[config.mk]
export PLATFORM = sky130hd
export DESIGN_NAME = binary_to_decimal_ascii
export DESIGN_NICKNAME = d
export VERILOG_FILES = /design/src/bd2a_pkg.sv /design/src/bd2a_dabble_stage.sv /design/src/bd2a_serializer.sv /design/src/binary_to_decimal_ascii.sv
export SDC_FILE = /design/constraint.sdc
export NUM_CORES = 1
export LEC_CHECK = 0
export ABC_CLOCK_PERIOD_IN_PS = 12500
export BUFFER_PORTS_ARGS = -buffer_cell sky130_fd_sc_hd__buf_4
export CORE_MARGIN = 5
export CORE_UTILIZATION = 55
export CTS_CLUSTER_SIZE = 14
export DETAILED_ROUTE_END_ITERATION = 6
export GPL_TIMING_DRIVEN = 0
export PLACE_DENSITY = 0.71
export SYNTH_ARGS = -nofsm -noshare
export SYNTH_HDL_FRONTEND = slang
export SYNTH_SLANG_ARGS = --single-unit
[constraint.sdc]
create_clock -name clock -period 12.5 [get_ports clock]
set_input_delay 0.625 -clock clock [delete_from_list [all_inputs] [get_ports clock]]
set_output_delay 0.625 -clock clock [all_outputs]
set_load 0.01 [all_outputs]
[src/bd2a_pkg.sv]
// ----------------------------------------------------------------------------
// bd2a_pkg
// Shared constants and elaboration helpers for the binary to decimal ASCII
// converter.
// ----------------------------------------------------------------------------
package bd2a_pkg;

   localparam int IN_BITS            = 32;
   localparam int DEFAULT_VALUE_BITS = 32;
   localparam int BCD_BITS           = 4;
   localparam int STEP_BITS          = 4;
   localparam int CHAR_BITS          = 6;
   localparam int RSP_TDATA_W        = 8;
   localparam int REQ_TDATA_W        = 32;
   localparam longint unsigned RADIX = 10;

   localparam logic [CHAR_BITS-1:0] ASCII_ZERO = 6'h30;

   // Decimal digit count of the largest value that fits in bits.
   function automatic int num_digits(input int bits);
      longint unsigned v;
      int              n;
      v = (bits >= 64) ? ~64'd0 : ((64'd1 << bits) - 64'd1);
      n = 0;
      do begin
         n++;
         v = v / RADIX;
      end while (v != 0);
      return n;
   endfunction

endpackage

[src/bd2a_dabble_stage.sv]
// ----------------------------------------------------------------------------
// bd2a_dabble_stage
// One registered slice of the shift-and-add-3 converter: runs STEPS
// double-dabble steps and holds the result under a valid/ready handshake.
// ----------------------------------------------------------------------------
module bd2a_dabble_stage #(
   parameter int BIN_BITS   = 32,
   parameter int NUM_DIGITS = 10,
   parameter int STEPS      = 4
) (
   input  logic                                     clock,
   input  logic                                     reset,
   input  logic                                     in_valid,
   output logic                                     in_ready,
   input  logic [NUM_DIGITS*bd2a_pkg::BCD_BITS-1:0] in_bcd,
   input  logic [BIN_BITS-1:0]                      in_bin,
   output logic                                     out_valid,
   input  logic                                     out_ready,
   output logic [NUM_DIGITS*bd2a_pkg::BCD_BITS-1:0] out_bcd,
   output logic [BIN_BITS-1:0]                      out_bin
);

   localparam int BCD_W = NUM_DIGITS * bd2a_pkg::BCD_BITS;

   logic             valid_ff;
   logic             valid_in;
   logic [BCD_W-1:0] bcd_ff;
   logic [BCD_W-1:0] bcd_in;
   logic [BIN_BITS-1:0] bin_ff;
   logic [BIN_BITS-1:0] bin_in;

   assign in_ready  = !valid_ff || out_ready;
   assign out_valid = valid_ff;
   assign out_bcd   = bcd_ff;
   assign out_bin   = bin_ff;

   // Adjust each digit, then shift the next binary bit into the BCD word.
   always_comb begin
      bcd_in = in_bcd;
      bin_in = in_bin;
      for (int s = 0; s < STEPS; s++) begin
         for (int d = 0; d < NUM_DIGITS; d++) begin
            if (bcd_in[d*bd2a_pkg::BCD_BITS +: bd2a_pkg::BCD_BITS] >= 4'd5) begin
               bcd_in[d*bd2a_pkg::BCD_BITS +: bd2a_pkg::BCD_BITS] =
                  bcd_in[d*bd2a_pkg::BCD_BITS +: bd2a_pkg::BCD_BITS] + 4'd3;
            end
         end
         bcd_in = {bcd_in[BCD_W-2:0], bin_in[BIN_BITS-1]};
         bin_in = {bin_in[BIN_BITS-2:0], 1'b0};
      end
   end

   assign valid_in = in_ready ? in_valid : valid_ff;

   always_ff @(posedge clock) begin
      if (reset) begin
         valid_ff <= 1'b0;
      end else begin
         valid_ff <= valid_in;
      end
      if (in_valid && in_ready) begin
         bcd_ff <= bcd_in;
         bin_ff <= bin_in;
      end
   end

   // Hold the slice while the next one stalls.
   a_hold_on_stall: assert property (@(posedge clock) disable iff (reset)
      out_valid && !out_ready |=> out_valid && $stable(out_bcd) && $stable(out_bin))
      else $error("dabble stage changed while stalled");

   a_drain: assert property (@(posedge clock) disable iff (reset)
      out_valid && out_ready && !in_valid |=> !out_valid)
      else $error("dabble stage kept a transaction after hand-off");

endmodule

[src/bd2a_serializer.sv]
// ----------------------------------------------------------------------------
// bd2a_serializer
// Takes a finished BCD word, skips leading zeros and sends one ASCII digit
// per transaction, most significant first, marking the last.
// ----------------------------------------------------------------------------
module bd2a_serializer #(
   parameter int NUM_DIGITS = 10
) (
   input  logic                                     clock,
   input  logic                                     reset,
   input  logic                                     in_valid,
   output logic                                     in_ready,
   input  logic [NUM_DIGITS*bd2a_pkg::BCD_BITS-1:0] in_bcd,
   output logic                                     out_valid,
   input  logic                                     out_ready,
   output logic [bd2a_pkg::CHAR_BITS-1:0]           out_char,
   output logic                                     out_last
);

   localparam int IDX_W = $clog2(NUM_DIGITS);

   logic                          busy_ff;
   logic                          busy_in;
   logic [IDX_W-1:0]              idx_ff;
   logic [IDX_W-1:0]              idx_in;
   logic [bd2a_pkg::BCD_BITS-1:0] digits_ff [NUM_DIGITS];
   logic [IDX_W-1:0]              first_idx;
   logic                          load;
   logic [bd2a_pkg::BCD_BITS-1:0] cur_digit;

   // Highest nonzero digit; zero value leaves the units digit.
   always_comb begin
      first_idx = '0;
      for (int d = 0; d < NUM_DIGITS; d++) begin
         if (in_bcd[d*bd2a_pkg::BCD_BITS +: bd2a_pkg::BCD_BITS] != '0) begin
            first_idx = IDX_W'(d);
         end
      end
   end

   assign out_last  = (idx_ff == '0);
   assign in_ready  = !busy_ff || (out_ready && out_last);
   assign load      = in_valid && in_ready;
   assign out_valid = busy_ff;
   assign cur_digit = digits_ff[idx_ff];
   assign out_char  = bd2a_pkg::ASCII_ZERO
                      + {{(bd2a_pkg::CHAR_BITS-bd2a_pkg::BCD_BITS){1'b0}}, cur_digit};

   always_comb begin
      busy_in = busy_ff;
      idx_in  = idx_ff;
      if (load) begin
         busy_in = 1'b1;
         idx_in  = first_idx;
      end else if (busy_ff && out_ready) begin
         if (out_last) begin
            busy_in = 1'b0;
         end else begin
            idx_in = idx_ff - 1'b1;
         end
      end
   end

   always_ff @(posedge clock) begin
      if (reset) begin
         busy_ff <= 1'b0;
         idx_ff  <= '0;
      end else begin
         busy_ff <= busy_in;
         idx_ff  <= idx_in;
      end
      if (load) begin
         for (int d = 0; d < NUM_DIGITS; d++) begin
            digits_ff[d] <= in_bcd[d*bd2a_pkg::BCD_BITS +: bd2a_pkg::BCD_BITS];
         end
      end
   end

   // A run never opens with a zero unless it is the lone digit.
   a_no_leading_zero: assert property (@(posedge clock) disable iff (reset)
      load |=> (cur_digit != '0) || out_last)
      else $error("run opened with a leading zero");

   a_step_down: assert property (@(posedge clock) disable iff (reset)
      out_valid && out_ready && !out_last |=> out_valid && (idx_ff == $past(idx_ff) - 1'b1))
      else $error("digit position did not advance");

   a_run_end: assert property (@(posedge clock) disable iff (reset)
      out_valid && out_ready && out_last && !in_valid |=> !out_valid)
      else $error("output stayed valid after the last digit");

   a_no_load_mid_run: assert property (@(posedge clock) disable iff (reset)
      busy_ff && !out_last |-> !load)
      else $error("new value taken in the middle of a run");

endmodule

[src/binary_to_decimal_ascii.sv]
// ----------------------------------------------------------------------------
// binary_to_decimal_ascii
// Unsigned binary to decimal ASCII text converter, pipelined double dabble
// followed by a digit serializer.
// ----------------------------------------------------------------------------
// Usage:
//   req_* carries one unsigned value per transaction; only the low VALUE_BITS
//   bits are converted. rsp_* returns the decimal text, one ASCII character
//   per transaction, most significant first, no leading zeros; zero gives a
//   single '0'. rsp_tlast marks the units digit that closes each run.
//   Conversion runs through ceil(min(VALUE_BITS,32)/4) pipeline stages, at most
//   four shift-add-3 steps each (8 stages for 32 bits); the value passes the
//   stage registers and then the serializer register before rsp_tvalid rises.
//   The serializer then sends one digit per cycle while rsp_tready is high
//   (1 to 10 digits for 32 bits) and takes the next value with the last
//   digit. Values queue in the pipeline while a run is being sent.
//   Reset clears every valid bit; nothing else is kept between values.
//   When the receiver holds rsp_tready low the current digit is held, the
//   pipeline fills and then req_tready drops; nothing is lost or repeated.
// ----------------------------------------------------------------------------
module binary_to_decimal_ascii #(
   parameter int VALUE_BITS = bd2a_pkg::DEFAULT_VALUE_BITS
) (
   input  logic                             clock,
   input  logic                             reset,
   input  logic                             req_tvalid,
   output logic                             req_tready,
   input  logic [bd2a_pkg::REQ_TDATA_W-1:0] req_tdata,  // [31:0] value
   output logic                             rsp_tvalid,
   input  logic                             rsp_tready,
   output logic [bd2a_pkg::RSP_TDATA_W-1:0] rsp_tdata,  // [5:0] digit_char, [7:6] zero
   output logic                             rsp_tlast
);

   localparam int EFF_BITS   = (VALUE_BITS < bd2a_pkg::IN_BITS) ? VALUE_BITS
                                                                 : bd2a_pkg::IN_BITS;
   localparam int NUM_DIGITS = bd2a_pkg::num_digits(EFF_BITS);
   localparam int BCD_W      = NUM_DIGITS * bd2a_pkg::BCD_BITS;
   localparam int NUM_STAGES = (EFF_BITS + bd2a_pkg::STEP_BITS - 1) / bd2a_pkg::STEP_BITS;

   logic [NUM_STAGES:0] vld;
   logic [NUM_STAGES:0] rdy;
   logic [BCD_W-1:0]    bcd_chain [NUM_STAGES+1];
   logic [EFF_BITS-1:0] bin_chain [NUM_STAGES+1];
   logic [bd2a_pkg::CHAR_BITS-1:0] digit_char;

   assign vld[0]       = req_tvalid;
   assign req_tready   = rdy[0];
   assign bcd_chain[0] = '0;
   assign bin_chain[0] = req_tdata[EFF_BITS-1:0];

   for (genvar g = 0; g < NUM_STAGES; g++) begin : g_stage
      localparam int LEFT  = EFF_BITS - g * bd2a_pkg::STEP_BITS;
      localparam int STEPS = (LEFT < bd2a_pkg::STEP_BITS) ? LEFT : bd2a_pkg::STEP_BITS;

      bd2a_dabble_stage #(
         .BIN_BITS   (EFF_BITS),
         .NUM_DIGITS (NUM_DIGITS),
         .STEPS      (STEPS)
      ) u_stage (
         .clock     (clock),
         .reset     (reset),
         .in_valid  (vld[g]),
         .in_ready  (rdy[g]),
         .in_bcd    (bcd_chain[g]),
         .in_bin    (bin_chain[g]),
         .out_valid (vld[g+1]),
         .out_ready (rdy[g+1]),
         .out_bcd   (bcd_chain[g+1]),
         .out_bin   (bin_chain[g+1])
      );
   end

   bd2a_serializer #(
      .NUM_DIGITS (NUM_DIGITS)
   ) u_serializer (
      .clock     (clock),
      .reset     (reset),
      .in_valid  (vld[NUM_STAGES]),
      .in_ready  (rdy[NUM_STAGES]),
      .in_bcd    (bcd_chain[NUM_STAGES]),
      .out_valid (rsp_tvalid),
      .out_ready (rsp_tready),
      .out_char  (digit_char),
      .out_last  (rsp_tlast)
   );

   assign rsp_tdata = {{(bd2a_pkg::RSP_TDATA_W-bd2a_pkg::CHAR_BITS){1'b0}}, digit_char};

endmodule
## Word level (Yosys, flattened, before mapping)

Memory sizes are Yosys's and may differ from the RTL's. A register that Yosys moved wholly into a read port is not among the register bits.
Cells that the tools add are included.

- Latch bits: 0
- Memories kept: 1
- Bits in registers: 405
- ROM bits: 0
- Word-level logic and storage cells: 888
- Memory bits (writable): 40

- Bitwise logic cells: 0
- Shift-type cells: 0
- $lt $le $gt $ge: 265
- Multiply operators: 0
- Equality and inequality tests: 1
- Reduce and logical (&&, ||, !) cells: 43
- Add/subtract/negate cells: 267
- Mux-type cells: 284
- Divide/modulo/power cells: 0

Memories:

| memory | depth | bits a word | rd ports | clocked after Yosys merged registers in | write ports | RTL line | text |
|---|---|---|---|---|---|---|---|
| u_serializer.digits_ff | 10 | 4 | 1 | 1 | 10 | bd2a_serializer.sv:26 | `logic [bd2a_pkg::BCD_BITS-1:0] digits_ff [NUM_DIGITS];` |

Operators with widths:

| operator | count |
|---|---|
| >= comparator 4 x 3 -> 1 bit, second input constant | 255 |
| 2-to-1 mux 4 bit | 248 |
| adder 4 x 2 -> 4 bit, second input constant | 234 |
| 2-to-1 mux 3 bit | 26 |
| adder 3 x 2 -> 3 bit, second input constant | 21 |
| nonzero test 4 bit | 9 |
| adder 1 x 2 -> 3 bit, second input constant | 8 |
| >= comparator 1 x 3 -> 1 bit, second input constant | 8 |
| logical AND 1 bit | 11 |
| zero test 1 bit | 9 |
| logical OR 1 bit | 9 |
| 2-to-1 mux 1 bit | 8 |
| adder 1 x 2 -> 3 bit, both inputs constant | 2 |
| adder 5 x 5 -> 6 bit, first input constant | 1 |
| >= comparator 1 x 3 -> 1 bit, both inputs constant | 2 |
| zero test 4 bit | 1 |
| 2-to-1 mux 2 bit | 2 |
| AND reduction 2 bit | 2 |
| nonzero test 2 bit | 2 |
| subtractor 4 x 1 -> 4 bit, second input constant | 1 |
| inequality test 2 bit, second input constant | 1 |

## Depth between registers and ports, before layout

- Word-level depth: 13
- Depth in mapped cells: 21
- Depth with buffers taken out: 21

## By module

From an unflattened synthesis, not the netlist that was laid out.

- Cell total of the unflattened synthesis: 7437
- Area total of the unflattened synthesis: 61039.8 um^2

Modules (own cells, without submodules):

| module | area each (um^2) | cells an instance | sequential area each (um^2) | times used |
|---|---|---|---|---|
| bd2a_dabble_stage | 7360.8 | 912 | 2062.0 | 8 |
| bd2a_serializer | 2134.5 | 138 | 1381.3 | 1 |
| binary_to_decimal_ascii | 18.8 | 3 | 0.0 | 1 |

## Worst setup path after synthesis

No wires, ideal clock.

- Kind: register to register
- Start point: register u_serializer.idx_ff[0]
- End point: register g_stage[1].u_stage.bcd_ff[0] (enable)
- Cell stages (with the launch flop): 12
- Path buffers: 1
- Library setup time: 477 ps
- Path slack: 7687 ps
- Arrival time: 4335 ps
- Cell sequence: dfxtp_1 inv_1 ha_1 nand2b_1 nor2_1 nand2_1 and3_1 and2_1 and3_1 and3_1 clkbuf_1 a21boi_0

- Longest elaborated chain between the ends: 11

RTL lines:

| element | RTL line | text |
|---|---|---|
| start, declared | bd2a_serializer.sv:24 | `logic [IDX_W-1:0] idx_ff;` |
| start signal, assigned | bd2a_serializer.sv:70 | `idx_ff <= idx_in;` |
| zero test 4 bit | bd2a_serializer.sv:41 | `assign out_last = (idx_ff == '0);` |
| via rsp_tlast | binary_to_decimal_ascii.sv:32 | `output logic rsp_tlast` |
| logical AND 1 bit | bd2a_serializer.sv:42 | `assign in_ready = !busy_ff \|\| (out_ready && out_last);` |
| logical OR 1 bit | bd2a_serializer.sv:42 |  |
| logical OR 1 bit (7 in series) | bd2a_dabble_stage.sv:32 | `assign in_ready = !valid_ff \|\| out_ready;` |
| logical AND 1 bit | bd2a_dabble_stage.sv:61 | `if (in_valid && in_ready) begin` |
| end signal, assigned | bd2a_dabble_stage.sv:62 | `bcd_ff <= bcd_in;` |
| end, declared | bd2a_dabble_stage.sv:27 | `logic [BCD_W-1:0] bcd_ff;` |

The timed path passes the listed nets, and every way through them passes these cells.
A chain may end at the register's enable or synchronous reset.

## Final worst setup path

- Start point: register g_stage[0].u_stage.bcd_ff[0]
- End point: register g_stage[1].u_stage.bcd_ff[6] (data pin)

- Longest elaborated chain between the ends: 8
- Elaborated cells on any way between the ends: 18

RTL lines:

| element | RTL line | text |
|---|---|---|
| start, declared | bd2a_dabble_stage.sv:27 |  |
| start signal, assigned | bd2a_dabble_stage.sv:62 |  |
| adder 4 x 2 -> 4 bit / >= comparator 4 x 3 -> 1 bit (equally long branches) | bd2a_dabble_stage.sv:45, bd2a_dabble_stage.sv:43 |  |
| 2-to-1 mux 4 bit * | bd2a_dabble_stage.sv:43 | `if (bcd_in[d*bd2a_pkg::BCD_BITS +: bd2a_pkg::BCD_BITS] >= 4'd5) begin` |
| adder 4 x 2 -> 4 bit / >= comparator 4 x 3 -> 1 bit (equally long branches) | bd2a_dabble_stage.sv:45, bd2a_dabble_stage.sv:43 |  |
| 2-to-1 mux 4 bit | bd2a_dabble_stage.sv:43 |  |
| adder 4 x 2 -> 4 bit / >= comparator 4 x 3 -> 1 bit (equally long branches) | bd2a_dabble_stage.sv:45, bd2a_dabble_stage.sv:43 |  |
| 2-to-1 mux 4 bit | bd2a_dabble_stage.sv:43 |  |
| adder 4 x 2 -> 4 bit / >= comparator 4 x 3 -> 1 bit (equally long branches) | bd2a_dabble_stage.sv:45, bd2a_dabble_stage.sv:43 |  |
| 2-to-1 mux 4 bit * | bd2a_dabble_stage.sv:43 |  |
| via g_stage[1].u_stage.bcd_in[6] | bd2a_dabble_stage.sv:28 | `logic [BCD_W-1:0] bcd_in;` |

Mark *: on every way through the listed nets, which the timed path passes. The rest lies on a longest branch.

==> flow_summary.ini <==
[timing]
fmax_mhz = 215
tightest_slew_ns = 0.922
maxSlewHeadroom = 0.384
rsz0062_at_grt = no
period_needed_ns = 4.65
drv_slew = 0
clock_skew_ns = 0.0320
setup_viol = 0
report.final.hold_viol_count = 0
fin_crit_sh = 0.372
tns_ns = 0

[worst_setup_path]
worstReg2RegStart = g_stage[0].u_stage.out_bcd[0]
cp-end-kind = flop
rr_worst_depth = 20
r2r-end = g_stage[1].u_stage.out_bcd[6]
start_kind = flop
cp_data_required_time_ns = 12.82
crit_path_start = g_stage[0].u_stage.out_bcd[0]
reg2reg_slack_ns = 7.85
worstPathMaxFanout = 10
worst_ep_arrival_time_ns = 4.97
crit_path_end = g_stage[1].u_stage.out_bcd[6]
critPathKind = reg2reg

[clock_network]
path_clk_slew_ns = 0.06
postCtsSetupBuffers = 0
ctsResizeCount = 0
cts_buffers = 41
root_buffer = clkbuf_16
clk_latency_ns = 0.59
cts_sinks = 354
cts_tree = yes
clockBufferDepth = 3
ctsHoldBuffers = 0
htree_levels = 2

[synthesis]
synth_top_cell_by_area = edfxtp_1
syn_area_per_cell_um2 = 9.12
synthesis.area_mm2 = 0.0273
synth_cell_types = 92
synth-seq-cells = 354
yosys_warnings = 0
synth_cells = 2999
synth_area_leaders = edfxtp_1 (37%), ha_1 (6.8%), a21oi_1 (5.5%), o21ai_0 (4.6%), xnor2_1 (4.4%)
synth_top_cell_area_share = 0.370
ys.flop_type = edfxtp_1
yosysSeqAreaShare = 0.383
synth_edf_count = 337
postSynth.asyncResetShare = 0

[route]
vias_per_cell = 5.97
firstDrtPassIters = 6
drt_drc_violations_left = 0
vias = 22617
detail-route-antenna-nets = 0
drtIter0Drc = 1536
finalWirelength_um = 54300
avgRoutedWirePerCell_um = 14.3

[finish]
layout_common_cells = edfxtp_1 (337), a21oi_1 (299), o21ai_0 (250), nor2_1 (248), nand2_1 (185)
final_common_cell = edfxtp_1
final_cells = 3789
area_growth_syn_to_layout_pct = 10.1
final_layout_size_suffix_gt1_frac = 0.0803
nNetsFinal = 3280
antenna_cells = 0

[flow_run]
maxCapViolCount = 0

[place]
io_buffer_count = 42
place_hpwl_um = 40200
placedCellCount = 3716
gp_congestion = 0.824

[die]
initial_utilization = 0.557
die_x_um = 233
rows = 81
die_y_um = 233
fp.coreArea_mm2 = 0.0491
die_area_mm2 = 0.0543
ios = 47

[global_route]
track_usage = 0.196
overflow = 0
grt_pass1_vias = 21375
grt_first_pass_wirelength_um = 93400
grt_antenna_before_repair = 0
grt_max_degree = 34

[pwr]
power.density_mw_per_mm2 = 131
peakVddDrop_v = 0.000127
p_leak_nw = 11.1

[hold_path]
hp-class = in2reg

[outcome]
outcome = complete, no violations
layer usage:
metal | track usage | routed length (µm) | vias to the layer above
li1 | - | - | 11468
met1 | 0.236 | 23300 | 10674
met2 | 0.364 | 27900 | 385
met3 | 0.0255 | 1880 | 90
met4 | 0.0606 | 1240 | 0
met5 | 0 | 0 | -
worst max-delay path, stage by stage (launching register included):
cell	delay, ns
edfxtp_1	0.41
inv_1	0.11
ha_1	0.20
nand2b_1	0.09
a21oi_2	0.21
xnor2_1	0.26
ha_1	0.27
nor2b_1	0.16
nand2b_1	0.14
mux2i_1	0.10
clkbuf_1	0.25
nor2_1	0.27
inv_1	0.07
ha_1	0.22
clkbuf_1	0.23
a211oi_1	0.22
a21oi_1	0.07
ha_1	0.24
a221o_1	0.32
a22o_1	0.21
a221o_1	0.33
report_power, final:
part           switching, mW  internal [mW]
sequential            0.0227           1.40
combinational          0.784          0.567
clock                  0.498          0.679
area by class of cell:
| type | count | area (µm²) |
|---|---|---|
| fillers | 4081 | 19000 |
| well taps | 664 | 831 |
| plain buffers | 89 | 367 |
| clock inverters | 27 | 278 |
| flip-flops and latches | 354 | 10500 |
| multi-input cells | 2367 | 15900 |
| repair buffers | 51 | 503 |
| clock buffers | 46 | 1050 |
| inverters | 191 | 717 |
Yosys cell counts, drive strengths merged, types with 9 or more instances:
| master | count |
|---|---|
| a21oi | 303 |
| ha | 149 |
| mux2i | 92 |
| nor3b | 43 |
| nand2 | 185 |
| dfxtp | 17 |
| or3 | 15 |
| xor2 | 25 |
| a31o | 17 |
| mux2 | 69 |
| xnor2 | 139 |
| nor4 | 11 |
| a31oi | 87 |
| nand3 | 43 |
| o32ai | 16 |
| a21o | 32 |
| nand2b | 70 |
| a2bb2oi | 10 |
| a21boi | 14 |
| buf | 10 |
| o22ai | 33 |
| and3 | 9 |
| a211oi | 37 |
| a221oi | 18 |
| nor3 | 46 |
| nor2 | 248 |
| inv | 191 |
| and2 | 12 |
| or2 | 11 |
| edfxtp | 337 |
| o21a | 34 |
| a22oi | 22 |
| o211ai | 21 |
| o31ai | 11 |
| o21bai | 11 |
| o21ai | 336 |
| clkbuf | 79 |
| a22o | 18 |
| nor2b | 61 |
worst min path at each step:
| stage | slack, ns | startpoint | end | depth (start not counted) |
|---|---|---|---|---|
| after floorplan | 0.40 | g_stage[0].u_stage.out_bin[28] | g_stage[1].u_stage.out_bcd[0] | 0 |
| after global placement | 0.40 | g_stage[0].u_stage.out_bin[23] | g_stage[1].u_stage.out_bin[27] | 0 |
| after detailed placement | 0.40 | g_stage[0].u_stage.out_bin[8] | g_stage[1].u_stage.out_bin[12] | 0 |
| after CTS | 0.17 | req_tdata[18] | g_stage[0].u_stage.out_bin[22] | 1 |
| after global routing | 0.19 | req_tdata[8] | g_stage[0].u_stage.out_bin[12] | 1 |
| final | 0.21 | req_tdata[19] | g_stage[0].u_stage.out_bin[23] | 1 |
per-stage QoR:
stage	setup WS [ns]	instance area (µm²)	total power, mW	hold slack (ns)	util
floorplan	7.69	27300	2.54	0.400	-
global placement	5.99	28500	2.70	0.401	0.581
detailed placement	7.91	28800	2.78	0.405	0.586
CTS	7.88	30100	3.98	0.172	0.614
global route	7.50	30100	4.21	0.188	0.614
finish	7.85	30100	3.95	0.213	0.614
state kept, by name (all words and copies together), names as in the netlist, named ones only:
name,flops
g_stage.u_stage.out_bin,112
g_stage.u_stage.out_valid,8
u_serializer.idx_ff,4
u_serializer.out_valid,1
u_serializer.digits_ff,40
g_stage.u_stage.out_bcd,185
cells by family after synthesis:
kind of cell | share of synthesized area
AO/OA/AOI/OAI | 0.249
AND/OR/NAND/NOR | 0.137
flip-flops | 0.383
buffers and inverters | 0.0396
multiplexers | 0.0691
XOR/XNOR | 0.0528
adder cells (fa/ha/maj) | 0.0693
other | 0.000275
(Power assumes the default switching activity.)
